[config.mk]
export PLATFORM = sky130hd
export DESIGN_NAME = scan_code_set1_to_ascii
export DESIGN_NICKNAME = d
export VERILOG_FILES = /design/src/rtl/core/scs1_pkg.sv /design/src/rtl/core/scan_code_set1_to_ascii.sv /design/src/rtl/core/scs1_dec.sv /design/src/rtl/core/scs1_out_reg.sv
export SDC_FILE = /design/constraint.sdc
export NUM_CORES = 1
export LEC_CHECK = 0
export BUFFER_PORTS_ARGS = -buffer_cell sky130_fd_sc_hd__buf_2
export CAP_MARGIN = 30
export CORE_AREA = 2 2 104 106
export CTS_CLUSTER_DIAMETER = 40
export DETAILED_ROUTE_END_ITERATION = 10
export DIE_AREA = 0 0 106 108
export PLACE_DENSITY = 0.46
export SYNTH_ARGS = -nofsm -noshare
export SYNTH_HDL_FRONTEND = slang
export SYNTH_HIERARCHICAL = 1
export SYNTH_SLANG_ARGS = --single-unit
[constraint.sdc]
create_clock -name clk -period 2.5 [get_ports clk]
set_input_delay 0.25 -clock clk [delete_from_list [all_inputs] [get_ports clk]]
set_output_delay 0.25 -clock clk [all_outputs]
set_load 0.01 [all_outputs]
[src/rtl/core/scs1_pkg.sv]
// ----------------------------------------------------------------------------
// scs1_pkg
// Shared types, key codes and the character ROM for the set 1 scan decoder.
// ----------------------------------------------------------------------------
package scs1_pkg;

  localparam int unsigned CODE_W = 8;
  localparam int unsigned KEY_W  = 7;
  localparam int unsigned CHAR_W = 7;

  localparam logic [CODE_W-1:0] CODE_E0 = 8'hE0;
  localparam logic [CODE_W-1:0] CODE_E1 = 8'hE1;

  localparam logic [KEY_W-1:0] KC_LSHIFT = 7'h2A;
  localparam logic [KEY_W-1:0] KC_RSHIFT = 7'h36;
  localparam logic [KEY_W-1:0] KC_CTRL   = 7'h1D;
  localparam logic [KEY_W-1:0] KC_ALT    = 7'h38;
  localparam logic [KEY_W-1:0] KC_CAPS   = 7'h3A;

  typedef enum logic [2:0] {
    PFX_NONE = 3'b001,
    PFX_E0   = 3'b010,
    PFX_E1   = 3'b100
  } pfx_t;

  typedef struct packed {
    pfx_t pfx;
    logic lshift;
    logic rshift;
    logic caps;
    logic lctrl;
    logic rctrl;
    logic lalt;
    logic ralt;
  } scs1_st_t;

  typedef struct packed {
    logic              emit;
    logic [CHAR_W-1:0] ch;
    logic              ctrl;
    logic              alt;
  } dec_res_t;

  // plain / shifted ASCII per key, 0 where unmapped
  function automatic logic [CHAR_W-1:0] rom_lookup(input logic [KEY_W-1:0] key,
                                                   input logic shifted);
    logic [CHAR_W-1:0] ch;
    ch = '0;
    case (key)
      7'h02: ch = shifted ? 7'h21 : 7'h31;
      7'h03: ch = shifted ? 7'h40 : 7'h32;
      7'h04: ch = shifted ? 7'h23 : 7'h33;
      7'h05: ch = shifted ? 7'h24 : 7'h34;
      7'h06: ch = shifted ? 7'h25 : 7'h35;
      7'h07: ch = shifted ? 7'h5E : 7'h36;
      7'h08: ch = shifted ? 7'h26 : 7'h37;
      7'h09: ch = shifted ? 7'h2A : 7'h38;
      7'h0A: ch = shifted ? 7'h28 : 7'h39;
      7'h0B: ch = shifted ? 7'h29 : 7'h30;
      7'h0C: ch = shifted ? 7'h5F : 7'h2D;
      7'h0D: ch = shifted ? 7'h2B : 7'h3D;
      7'h0E: ch = 7'h7F;
      7'h0F: ch = 7'h09;
      7'h10: ch = shifted ? 7'h51 : 7'h71;
      7'h11: ch = shifted ? 7'h57 : 7'h77;
      7'h12: ch = shifted ? 7'h45 : 7'h65;
      7'h13: ch = shifted ? 7'h52 : 7'h72;
      7'h14: ch = shifted ? 7'h54 : 7'h74;
      7'h15: ch = shifted ? 7'h59 : 7'h79;
      7'h16: ch = shifted ? 7'h55 : 7'h75;
      7'h17: ch = shifted ? 7'h49 : 7'h69;
      7'h18: ch = shifted ? 7'h4F : 7'h6F;
      7'h19: ch = shifted ? 7'h50 : 7'h70;
      7'h1A: ch = shifted ? 7'h7B : 7'h5B;
      7'h1B: ch = shifted ? 7'h7D : 7'h5D;
      7'h1C: ch = 7'h0A;
      7'h1E: ch = shifted ? 7'h41 : 7'h61;
      7'h1F: ch = shifted ? 7'h53 : 7'h73;
      7'h20: ch = shifted ? 7'h44 : 7'h64;
      7'h21: ch = shifted ? 7'h46 : 7'h66;
      7'h22: ch = shifted ? 7'h47 : 7'h67;
      7'h23: ch = shifted ? 7'h48 : 7'h68;
      7'h24: ch = shifted ? 7'h4A : 7'h6A;
      7'h25: ch = shifted ? 7'h4B : 7'h6B;
      7'h26: ch = shifted ? 7'h4C : 7'h6C;
      7'h27: ch = shifted ? 7'h3A : 7'h3B;
      7'h28: ch = shifted ? 7'h22 : 7'h27;
      7'h29: ch = shifted ? 7'h7E : 7'h60;
      7'h2B: ch = shifted ? 7'h7C : 7'h5C;
      7'h2C: ch = shifted ? 7'h5A : 7'h7A;
      7'h2D: ch = shifted ? 7'h58 : 7'h78;
      7'h2E: ch = shifted ? 7'h43 : 7'h63;
      7'h2F: ch = shifted ? 7'h56 : 7'h76;
      7'h30: ch = shifted ? 7'h42 : 7'h62;
      7'h31: ch = shifted ? 7'h4E : 7'h6E;
      7'h32: ch = shifted ? 7'h4D : 7'h6D;
      7'h33: ch = shifted ? 7'h3C : 7'h2C;
      7'h34: ch = shifted ? 7'h3E : 7'h2E;
      7'h35: ch = shifted ? 7'h3F : 7'h2F;
      7'h39: ch = 7'h20;
      default: ch = '0;
    endcase
    return ch;
  endfunction

endpackage

[src/rtl/core/scan_code_set1_to_ascii.sv]
// ----------------------------------------------------------------------------
// scan_code_set1_to_ascii
// Set 1 scan code byte stream in, ASCII characters with modifier flags out.
// ----------------------------------------------------------------------------
//  channel | dir | word contents
//  in_     | in  | tdata[7:0] scan_code
//  out_    | out | tdata[6:0] char_code; tuser[0] ctrl_held, tuser[1] alt_held
//
//  One byte per cycle unless the output stalls; path: input register, decode,
//  result register. Prefix, modifier, break and prefixed bytes produce no word.
//  Synchronous active-low reset clears prefix, modifier, caps and valid state.
//  A stalled result register holds the decoder; the input register then fills
//  and in_tready drops.
// ----------------------------------------------------------------------------
module scan_code_set1_to_ascii (
  input  logic       clk,
  input  logic       rst_n,
  input  logic       in_tvalid,
  output logic       in_tready,
  input  logic [7:0] in_tdata,   // [7:0] scan_code
  output logic       out_tvalid,
  input  logic       out_tready,
  output logic [7:0] out_tdata,  // [6:0] char_code, [7] zero
  output logic [1:0] out_tuser   // [0] ctrl_held, [1] alt_held
);

  logic                        in_vld_r;
  logic [scs1_pkg::CODE_W-1:0] code_r;
  scs1_pkg::scs1_st_t          st_r;
  scs1_pkg::scs1_st_t          st_nxt;
  scs1_pkg::dec_res_t          res;
  logic                        out_free;
  logic                        adv;

  assign adv       = in_vld_r & out_free;
  assign in_tready = ~in_vld_r | out_free;

  always_ff @(posedge clk) begin
    if (!rst_n) begin
      in_vld_r <= 1'b0;
    end else if (in_tready) begin
      in_vld_r <= in_tvalid;
    end
  end

  always_ff @(posedge clk) begin
    if (in_tready && in_tvalid) begin
      code_r <= in_tdata;
    end
  end

  always_ff @(posedge clk) begin
    if (!rst_n) begin
      st_r <= '{pfx: scs1_pkg::PFX_NONE, default: 1'b0};
    end else if (adv) begin
      st_r <= st_nxt;
    end
  end

  scs1_dec u_dec (
    .code   (code_r),
    .st     (st_r),
    .st_nxt (st_nxt),
    .res    (res)
  );

  scs1_out_reg u_out (
    .clk        (clk),
    .rst_n      (rst_n),
    .push       (adv & res.emit),
    .res        (res),
    .free       (out_free),
    .out_tvalid (out_tvalid),
    .out_tready (out_tready),
    .out_tdata  (out_tdata),
    .out_tuser  (out_tuser)
  );

  a_e0_arms: assert property (@(posedge clk) disable iff (!rst_n)
    adv && (code_r == scs1_pkg::CODE_E0) |=> st_r.pfx == scs1_pkg::PFX_E0)
    else $error("E0 byte did not arm prefix");

  a_emit_shows: assert property (@(posedge clk) disable iff (!rst_n)
    adv && res.emit |=> out_tvalid)
    else $error("decoded character lost");

  a_rose_src: assert property (@(posedge clk) disable iff (!rst_n)
    $rose(out_tvalid) |-> $past(adv))
    else $error("result appeared without a decode");

  a_stall_hold: assert property (@(posedge clk) disable iff (!rst_n)
    !in_tready |-> in_vld_r && out_tvalid && !out_tready)
    else $error("input stalled with no downstream stall");

endmodule

[src/rtl/core/scs1_dec.sv]
// ----------------------------------------------------------------------------
// scs1_dec
// Combinational decode of one scan byte: prefix, modifier flags, character.
// ----------------------------------------------------------------------------
module scs1_dec (
  input  logic [scs1_pkg::CODE_W-1:0] code,
  input  scs1_pkg::scs1_st_t          st,
  output scs1_pkg::scs1_st_t          st_nxt,
  output scs1_pkg::dec_res_t          res
);

  logic [scs1_pkg::KEY_W-1:0]  key;
  logic                        make;
  logic [scs1_pkg::CHAR_W-1:0] raw_ch;
  logic                        is_upper;
  logic                        is_lower;

  assign key  = code[scs1_pkg::KEY_W-1:0];
  assign make = ~code[scs1_pkg::CODE_W-1];

  assign raw_ch   = scs1_pkg::rom_lookup(key, st.lshift | st.rshift);
  assign is_upper = (raw_ch >= 7'h41) && (raw_ch <= 7'h5A);
  assign is_lower = (raw_ch >= 7'h61) && (raw_ch <= 7'h7A);

  always_comb begin
    st_nxt   = st;
    res.emit = 1'b0;
    if (code == scs1_pkg::CODE_E0) begin
      st_nxt.pfx = scs1_pkg::PFX_E0;
    end else if (code == scs1_pkg::CODE_E1) begin
      st_nxt.pfx = scs1_pkg::PFX_E1;
    end else begin
      st_nxt.pfx = scs1_pkg::PFX_NONE;
      unique case (st.pfx)
        scs1_pkg::PFX_E0: begin
          // extended: only right ctrl / right alt matter
          if (key == scs1_pkg::KC_CTRL) begin
            st_nxt.rctrl = make;
          end else if (key == scs1_pkg::KC_ALT) begin
            st_nxt.ralt = make;
          end
        end
        scs1_pkg::PFX_E1: begin
          // pause sequence byte, dropped
        end
        default: begin
          unique case (key)
            scs1_pkg::KC_RSHIFT: st_nxt.rshift = make;
            scs1_pkg::KC_LSHIFT: st_nxt.lshift = make;
            scs1_pkg::KC_ALT:    st_nxt.lalt   = make;
            scs1_pkg::KC_CTRL:   st_nxt.lctrl  = make;
            scs1_pkg::KC_CAPS: begin
              if (make) begin
                st_nxt.caps = ~st.caps;
              end
            end
            default: res.emit = make;
          endcase
        end
      endcase
    end
    // caps lock flips letter case only
    res.ch   = (st.caps && (is_upper || is_lower)) ? (raw_ch ^ 7'h20) : raw_ch;
    res.ctrl = st_nxt.lctrl | st_nxt.rctrl;
    res.alt  = st_nxt.lalt | st_nxt.ralt;
  end

endmodule

[src/rtl/core/scs1_out_reg.sv]
// ----------------------------------------------------------------------------
// scs1_out_reg
// Result register: holds one decoded word until the sink takes it.
// ----------------------------------------------------------------------------
module scs1_out_reg (
  input  logic                        clk,
  input  logic                        rst_n,
  input  logic                        push,
  input  scs1_pkg::dec_res_t          res,
  output logic                        free,
  output logic                        out_tvalid,
  input  logic                        out_tready,
  output logic [7:0]                  out_tdata,  // [6:0] char_code, [7] zero
  output logic [1:0]                  out_tuser   // [0] ctrl_held, [1] alt_held
);

  logic                        vld_r;
  logic [scs1_pkg::CHAR_W-1:0] ch_r;
  logic                        ctrl_r;
  logic                        alt_r;

  assign free = ~vld_r | out_tready;

  always_ff @(posedge clk) begin
    if (!rst_n) begin
      vld_r <= 1'b0;
    end else if (free) begin
      vld_r <= push;
    end
  end

  always_ff @(posedge clk) begin
    if (free && push) begin
      ch_r   <= res.ch;
      ctrl_r <= res.ctrl;
      alt_r  <= res.alt;
    end
  end

  assign out_tvalid = vld_r;
  assign out_tdata  = {1'b0, ch_r};
  assign out_tuser  = {alt_r, ctrl_r};

endmodule
# Yosys cells after proc, flatten, opt, wreduce, memory -nomap -nowiden
# Index checks and enable logic that the tools add are counted.
# W data, S select, Z words.
# classes
n_shift,0
reduce_logical,11
eq_ne,60
div_mod_pow,0
add_sub_neg,0
n_mul,0
mux,66
bitwise_logic,15
magnitude_cmp,4
# op_table
operator,n
$pmux W7 S51,1
$eq A7 B6 Y1 const B,26
$mux W6,30
$eq A7 B5 Y1 const B,16
$mux W5,13
$eq A7 B4 Y1 const B,8
$eq A7 B3 Y1 const B,4
$mux W7,3
$eq A8 B8 Y1 const B,2
$eq A7 B2 Y1 const B,2
$ge A7 B7 Y1 const B,2
$le A7 B7 Y1 const B,2
$mux W1,14
$reduce_and A5 Y1,2
$mux W3,3
$mux W4,2
$not A1 Y1,8
$reduce_and A6 Y1,1
$logic_and A1 B1 Y1,5
$or A1 B1 Y1,5
$reduce_or A5 Y1,1
$eq A3 B2 Y1 const B,1
$eq A3 B3 Y1 const B,1
$and A1 B1 Y1,2
other kinds (2),2
# totals
rom_bits,0
regBits,29
latchBits,0
output_inout_bits,12
memories,0
elab_cells,170
ramBits,0
in_bits,12

# Longest topological paths before layout
# depth
depth_word,8
ltp_mapped,11
depth_no_buf,10

# By module
# The synthesis kept the hierarchy.
# by_module_without_submodules
mod,seq_area_each_um2,instances,cells_each,area_each_um2
scs1_dec,0.0,1,228,1475.2
scan_code_set1_to_ascii,460.4,1,60,684.4
scs1_out_reg,290.3,1,18,354.1

# Worst setup path after synthesis
# No wires, ideal clock.
# synth_timing
path_type,register to register
start,reg code_r[5] in the netlist's numbering
end,reg u_out/ch_r[5] in the netlist's numbering (data pin)
required_ns,2.221
path_buffers,1
period_less_slack_ns,2.525
setup_ns,0.279
stages_incl_launch_ff,10
arrival_time_ns,2.246
slack_ns,-0.025
path_cell_list,edfxtp_1 buf_6 nor2b_1 a32o_1 nand2_1 a21oi_1 or4_4 or4b_4 o211ai_2 xor2_1
# synth_rtl
item,line,source
from (decl),scan_code_set1_to_ascii.sv:28,logic [scs1_pkg::CODE_W-1:0] code_r;
from (signal assigned),scan_code_set1_to_ascii.sv:48,code_r <= in_tdata;
to (signal assigned),scs1_out_reg.sv:34,ch_r <= res.ch;
to (decl),scs1_out_reg.sv:18,logic [scs1_pkg::CHAR_W-1:0] ch_r;

==> reports/summary.md <==
The maximum clock skew at final layout was 0.006691 ns; the initial antenna violation count was 1. Using the TritonRoute via totals, the vias-per-cell ratio works out to 5.199. Yosys printed 6 warnings.

Counting flops and latches in the post-synthesis netlist gives 29. The kind of capture point of the worst setup path was a flop. The post-layout minimum cycle time works out to 2.594 ns. The sequential area share after synthesis was 29.87%; the port buffer count was 22. In this run, synthesis inferred 17 flip-flops with an integrated enable. The maximum clock path buffer count was 2. The cell type with the largest total area after synthesis was sky130_fd_sc_hd__edfxtp_1. The portion of synthesized cell area occupied by the leading cell type works out to 20.31%. 0 antenna diodes ended up in the layout. The run gives 14.89% as the overall global routing resource usage. The source-to-sink clock delay at the later pin of the worst-skew pair came out at 0.28 ns. Counting the buffers created by CTS gives 5. The highest clock frequency the design can meet came out at 385.5 MHz.

The utilization of the core after routing is 34.23%. In the post-synthesis netlist, the biggest area contributors are sky130_fd_sc_hd__edfxtp_1 (20%), sky130_fd_sc_hd__dfxtp_1 (9.6%), sky130_fd_sc_hd__nand2_1 (3.9%). The die is 106 um wide. Global routing finished with a remaining overflow of 0.

For the worst setup path, the data required time is 2.53 ns. The cell area that synthesis handed to floorplanning was 2514 um^2. In this run the standard cell core region covers 10230 um^2.

Of all nets on the critical path, the largest fanout is 8. The run gives 0.8861 as the last weighted congestion value of the routability-driven placer. The run finished, with violations left. Top flip-flop cell by instance count after synthesis: sky130_fd_sc_hd__edfxtp_1. Number of clock sinks: 29.

The logs give 2.63 ns for the critical path arrival and 2566 for the number of global-route vias before repair. The total setup violations reported at the end of the flow was 1. The tools report the master cell of the clock root buffer as sky130_fd_sc_hd__clkbuf_8. The post-route netlist has 40.69% of its cells at a drive strength greater than 1. The run gives 0.1383 ns as the worst-case hold slack.

STA classifies the critical path startpoint as a flop. Headroom to the max-slew limit came out at 63.73%. Average footprint of a synthesized cell: 8.215 um^2. By instance count, the leading cell after synthesis is sky130_fd_sc_hd__nand2_1.

The number of DRC markers after the initial detailed-route iteration is 257, and the sum of net half-perimeters after detailed placement is 6.518 mm. Once the floorplan was initialized, standard cells occupied 24.57% of the core. The tools report the max-slew violation total from the final report as 0. The finished layout holds 539 standard cells, fillers aside.

In this run the power density over the cells is 386.2 nW/um^2. The total design power came out at 1353 uW. In this run, distinct cell masters in the synthesized netlist total 72. The peak supply drop is 0.2369 mV. Relative to the synthesized area, the layout overhead comes to 39.32%.

The commonest cells after synthesis are sky130_fd_sc_hd__nand2_1 (26), sky130_fd_sc_hd__nor2_1 (25), sky130_fd_sc_hd__edfxtp_1 (17). The global-route wire length before repair was 13.42 mm. The final setup slack of the worst path came out at -0.09411 ns.

The final wirelength was 8.524 mm; the total of max-cap violations was 0. The logs give 1098 for the number of filler instances in the final layout and 5 for the number of iterations in the first detailed-routing pass. Measured along the y axis, the die boundary spans 108 um. At the pin with the least slew margin, the transition time is 0.5427 ns. The via count was 2802; the I/O pin count was 24. The logs give 37 for the number of cell rows and 11450 um^2 for the total die area. The number of H-tree levels came out at 2. The pin count of the biggest net entering global routing was 22; the register clock-pin slew on the reported worst setup and hold paths was 0.07 ns. In the routed design, unresolved DRC markers number 0. At the end of the flow, the number of nets in the layout was 414. The async set or reset register ratio after synthesis was 0%; the register area was 750.7 um^2. Setup repair after global routing could not meet its margin everywhere. The tools report the net count after synthesis as 318. TritonCTS built the clock tree. The area of the multi-input gates was 1589 um^2; the post-route antenna net violation count was 0. The tools report the number of instances in the synthesized netlist as 306. The worst hold path belongs to the class in2reg.

The logs give 0.001399 uW for the leakage power figure and 522 for the placed instance count. The final reports fail on negative setup slack. The type of the setup path with the least slack is reg2reg. After layout, the worst path uses 103.8% of the clock period. For the hold violation count in the final report, the log shows 0. The average routed wire per standard cell is 15.81 um.
cell usage in the layout (no fill, tap or decap), types with 3 or more instances in the layout:
cell                       netlist  routed
sky130_fd_sc_hd__a211oi_1        3       3
sky130_fd_sc_hd__a21oi_1         8       7
sky130_fd_sc_hd__a221oi_1        5       4
sky130_fd_sc_hd__a22o_1          3       3
sky130_fd_sc_hd__a22oi_1         4       3
sky130_fd_sc_hd__a31oi_1         6       6
sky130_fd_sc_hd__and2_1          4       4
sky130_fd_sc_hd__buf_2          13      22
sky130_fd_sc_hd__buf_4           9      93
sky130_fd_sc_hd__buf_6           6       4
sky130_fd_sc_hd__clkbuf_8        0       7
sky130_fd_sc_hd__dfxtp_1        12      12
sky130_fd_sc_hd__edfxtp_1       17      17
sky130_fd_sc_hd__inv_1           8       8
sky130_fd_sc_hd__mux2_2          3       3
sky130_fd_sc_hd__nand2_1        26      26
sky130_fd_sc_hd__nand2b_1       10      10
sky130_fd_sc_hd__nand3_1        11      11
sky130_fd_sc_hd__nand3b_1        4       4
sky130_fd_sc_hd__nand4_1        13      13
sky130_fd_sc_hd__nor2_1         25      24
sky130_fd_sc_hd__nor2b_1         5       3
sky130_fd_sc_hd__nor3_1          4       3
sky130_fd_sc_hd__o211ai_1        7       7
sky130_fd_sc_hd__o21ai_0        16      16
sky130_fd_sc_hd__o21ai_1         9       9
sky130_fd_sc_hd__o22ai_1         4       4
sky130_fd_sc_hd__o31ai_1         4       4
sky130_fd_sc_hd__or2_2           5       5
sky130_fd_sc_hd__xnor2_1         3       3
logic make-up after synthesis:
group                  count (synthesis)  share of synthesized area, %
AO/OA/AOI/OAI                         95                         26.88
XOR/XNOR                               5                         1.742
buffers and inverters                 41                         9.905
flip-flops                            29                         29.87
multiplexers                           5                         2.140
other                                  1                        0.1492
AND/OR/NAND/NOR                      130                         29.32
critical path, cell delays in order, from the launching register on:
cell                       delay (ns)
sky130_fd_sc_hd__edfxtp_1        0.44
sky130_fd_sc_hd__buf_6           0.16
sky130_fd_sc_hd__buf_4           0.16
sky130_fd_sc_hd__nand2_1         0.11
sky130_fd_sc_hd__o21ai_0         0.13
sky130_fd_sc_hd__o21ai_0         0.38
sky130_fd_sc_hd__nand4b_1        0.20
sky130_fd_sc_hd__nor2_1          0.12
sky130_fd_sc_hd__or4b_4          0.46
sky130_fd_sc_hd__o211ai_2        0.09
sky130_fd_sc_hd__xor2_1          0.08
sequential cells by signal, summed over array words and instances, names as in the netlist:
name / cells
code_r: 8
in_vld_r: 1
st_r: 10
u_out/alt_r: 1
u_out/ch_r: 7
u_out/ctrl_r: 1
u_out/out_tvalid: 1
repair_timing:
action                     CTS  global route
buffers inserted             3             5
hold buffers                 0             0
setup endpoints to repair    1            13
gates resized for setup      7            15
pin swaps                    6             4
cloned                       0             1
metrics by stage:
stage	cell area, um^2	setup slack (ns)	setup TNS [ns]
6_report	3502	-0.09411	-0.09411
5_1_grt	3502	-0.2536	-0.3169
4_1_cts	3401	-0.06460	-0.06460
3_5_place_dp	3253	-0.2667	-0.2667
3_3_place_gp	3253	-0.2677	-0.2677
2_1_floorplan	2516	0.02047	0
worst paths after layout:
path | start | to | slack [ns] | cells after the start
max | code_r[1]$_DFFE_PP_ | u_out/ch_r[5]$_DFFE_PP_ | -0.09 | 10
min | in_tdata[7] | code_r[7]$_DFFE_PP_ | 0.14 | 1
max reg2reg | code_r[1]$_DFFE_PP_ | u_out/ch_r[5]$_DFFE_PP_ | -0.09 | 10
min reg2reg | st_r[0]$_SDFFE_PN0P_ | st_r[0]$_SDFFE_PN0P_ | 0.45 | 2
area by class of cell:
type | instances | area share (%)
well taps | 136 | 4.859
clock inverters | 1 | 0.1429
clock buffers | 7 | 2.751
multi-input cells | 237 | 45.37
flip-flops and latches | 29 | 21.44
inverters | 10 | 1.072
repair buffers | 119 | 24.37
routing by layer:
layer | global-route usage, % | part of all wire [%] | vias to the layer above | wire (um)
li1 | - | - | 1345 | -
met1 | 19.97 | 46 | 1319 | 3922
met2 | 24.24 | 46 | 114 | 3882
met3 | 3.195 | 6.2 | 22 | 532
met4 | 4.229 | 2.1 | 2 | 175
met5 | 0 | 0.13 | - | 11
where the power goes:
part | leakage, uW | switching [uW] | internal [uW]
Combinational | 0.00108 | 193 | 183
Sequential | 0.000264 | 15.5 | 524
Clock | 0.0000542 | 188 | 249
Total | 0.00140 | 397 | 956
(Power assumes the default switching activity.)
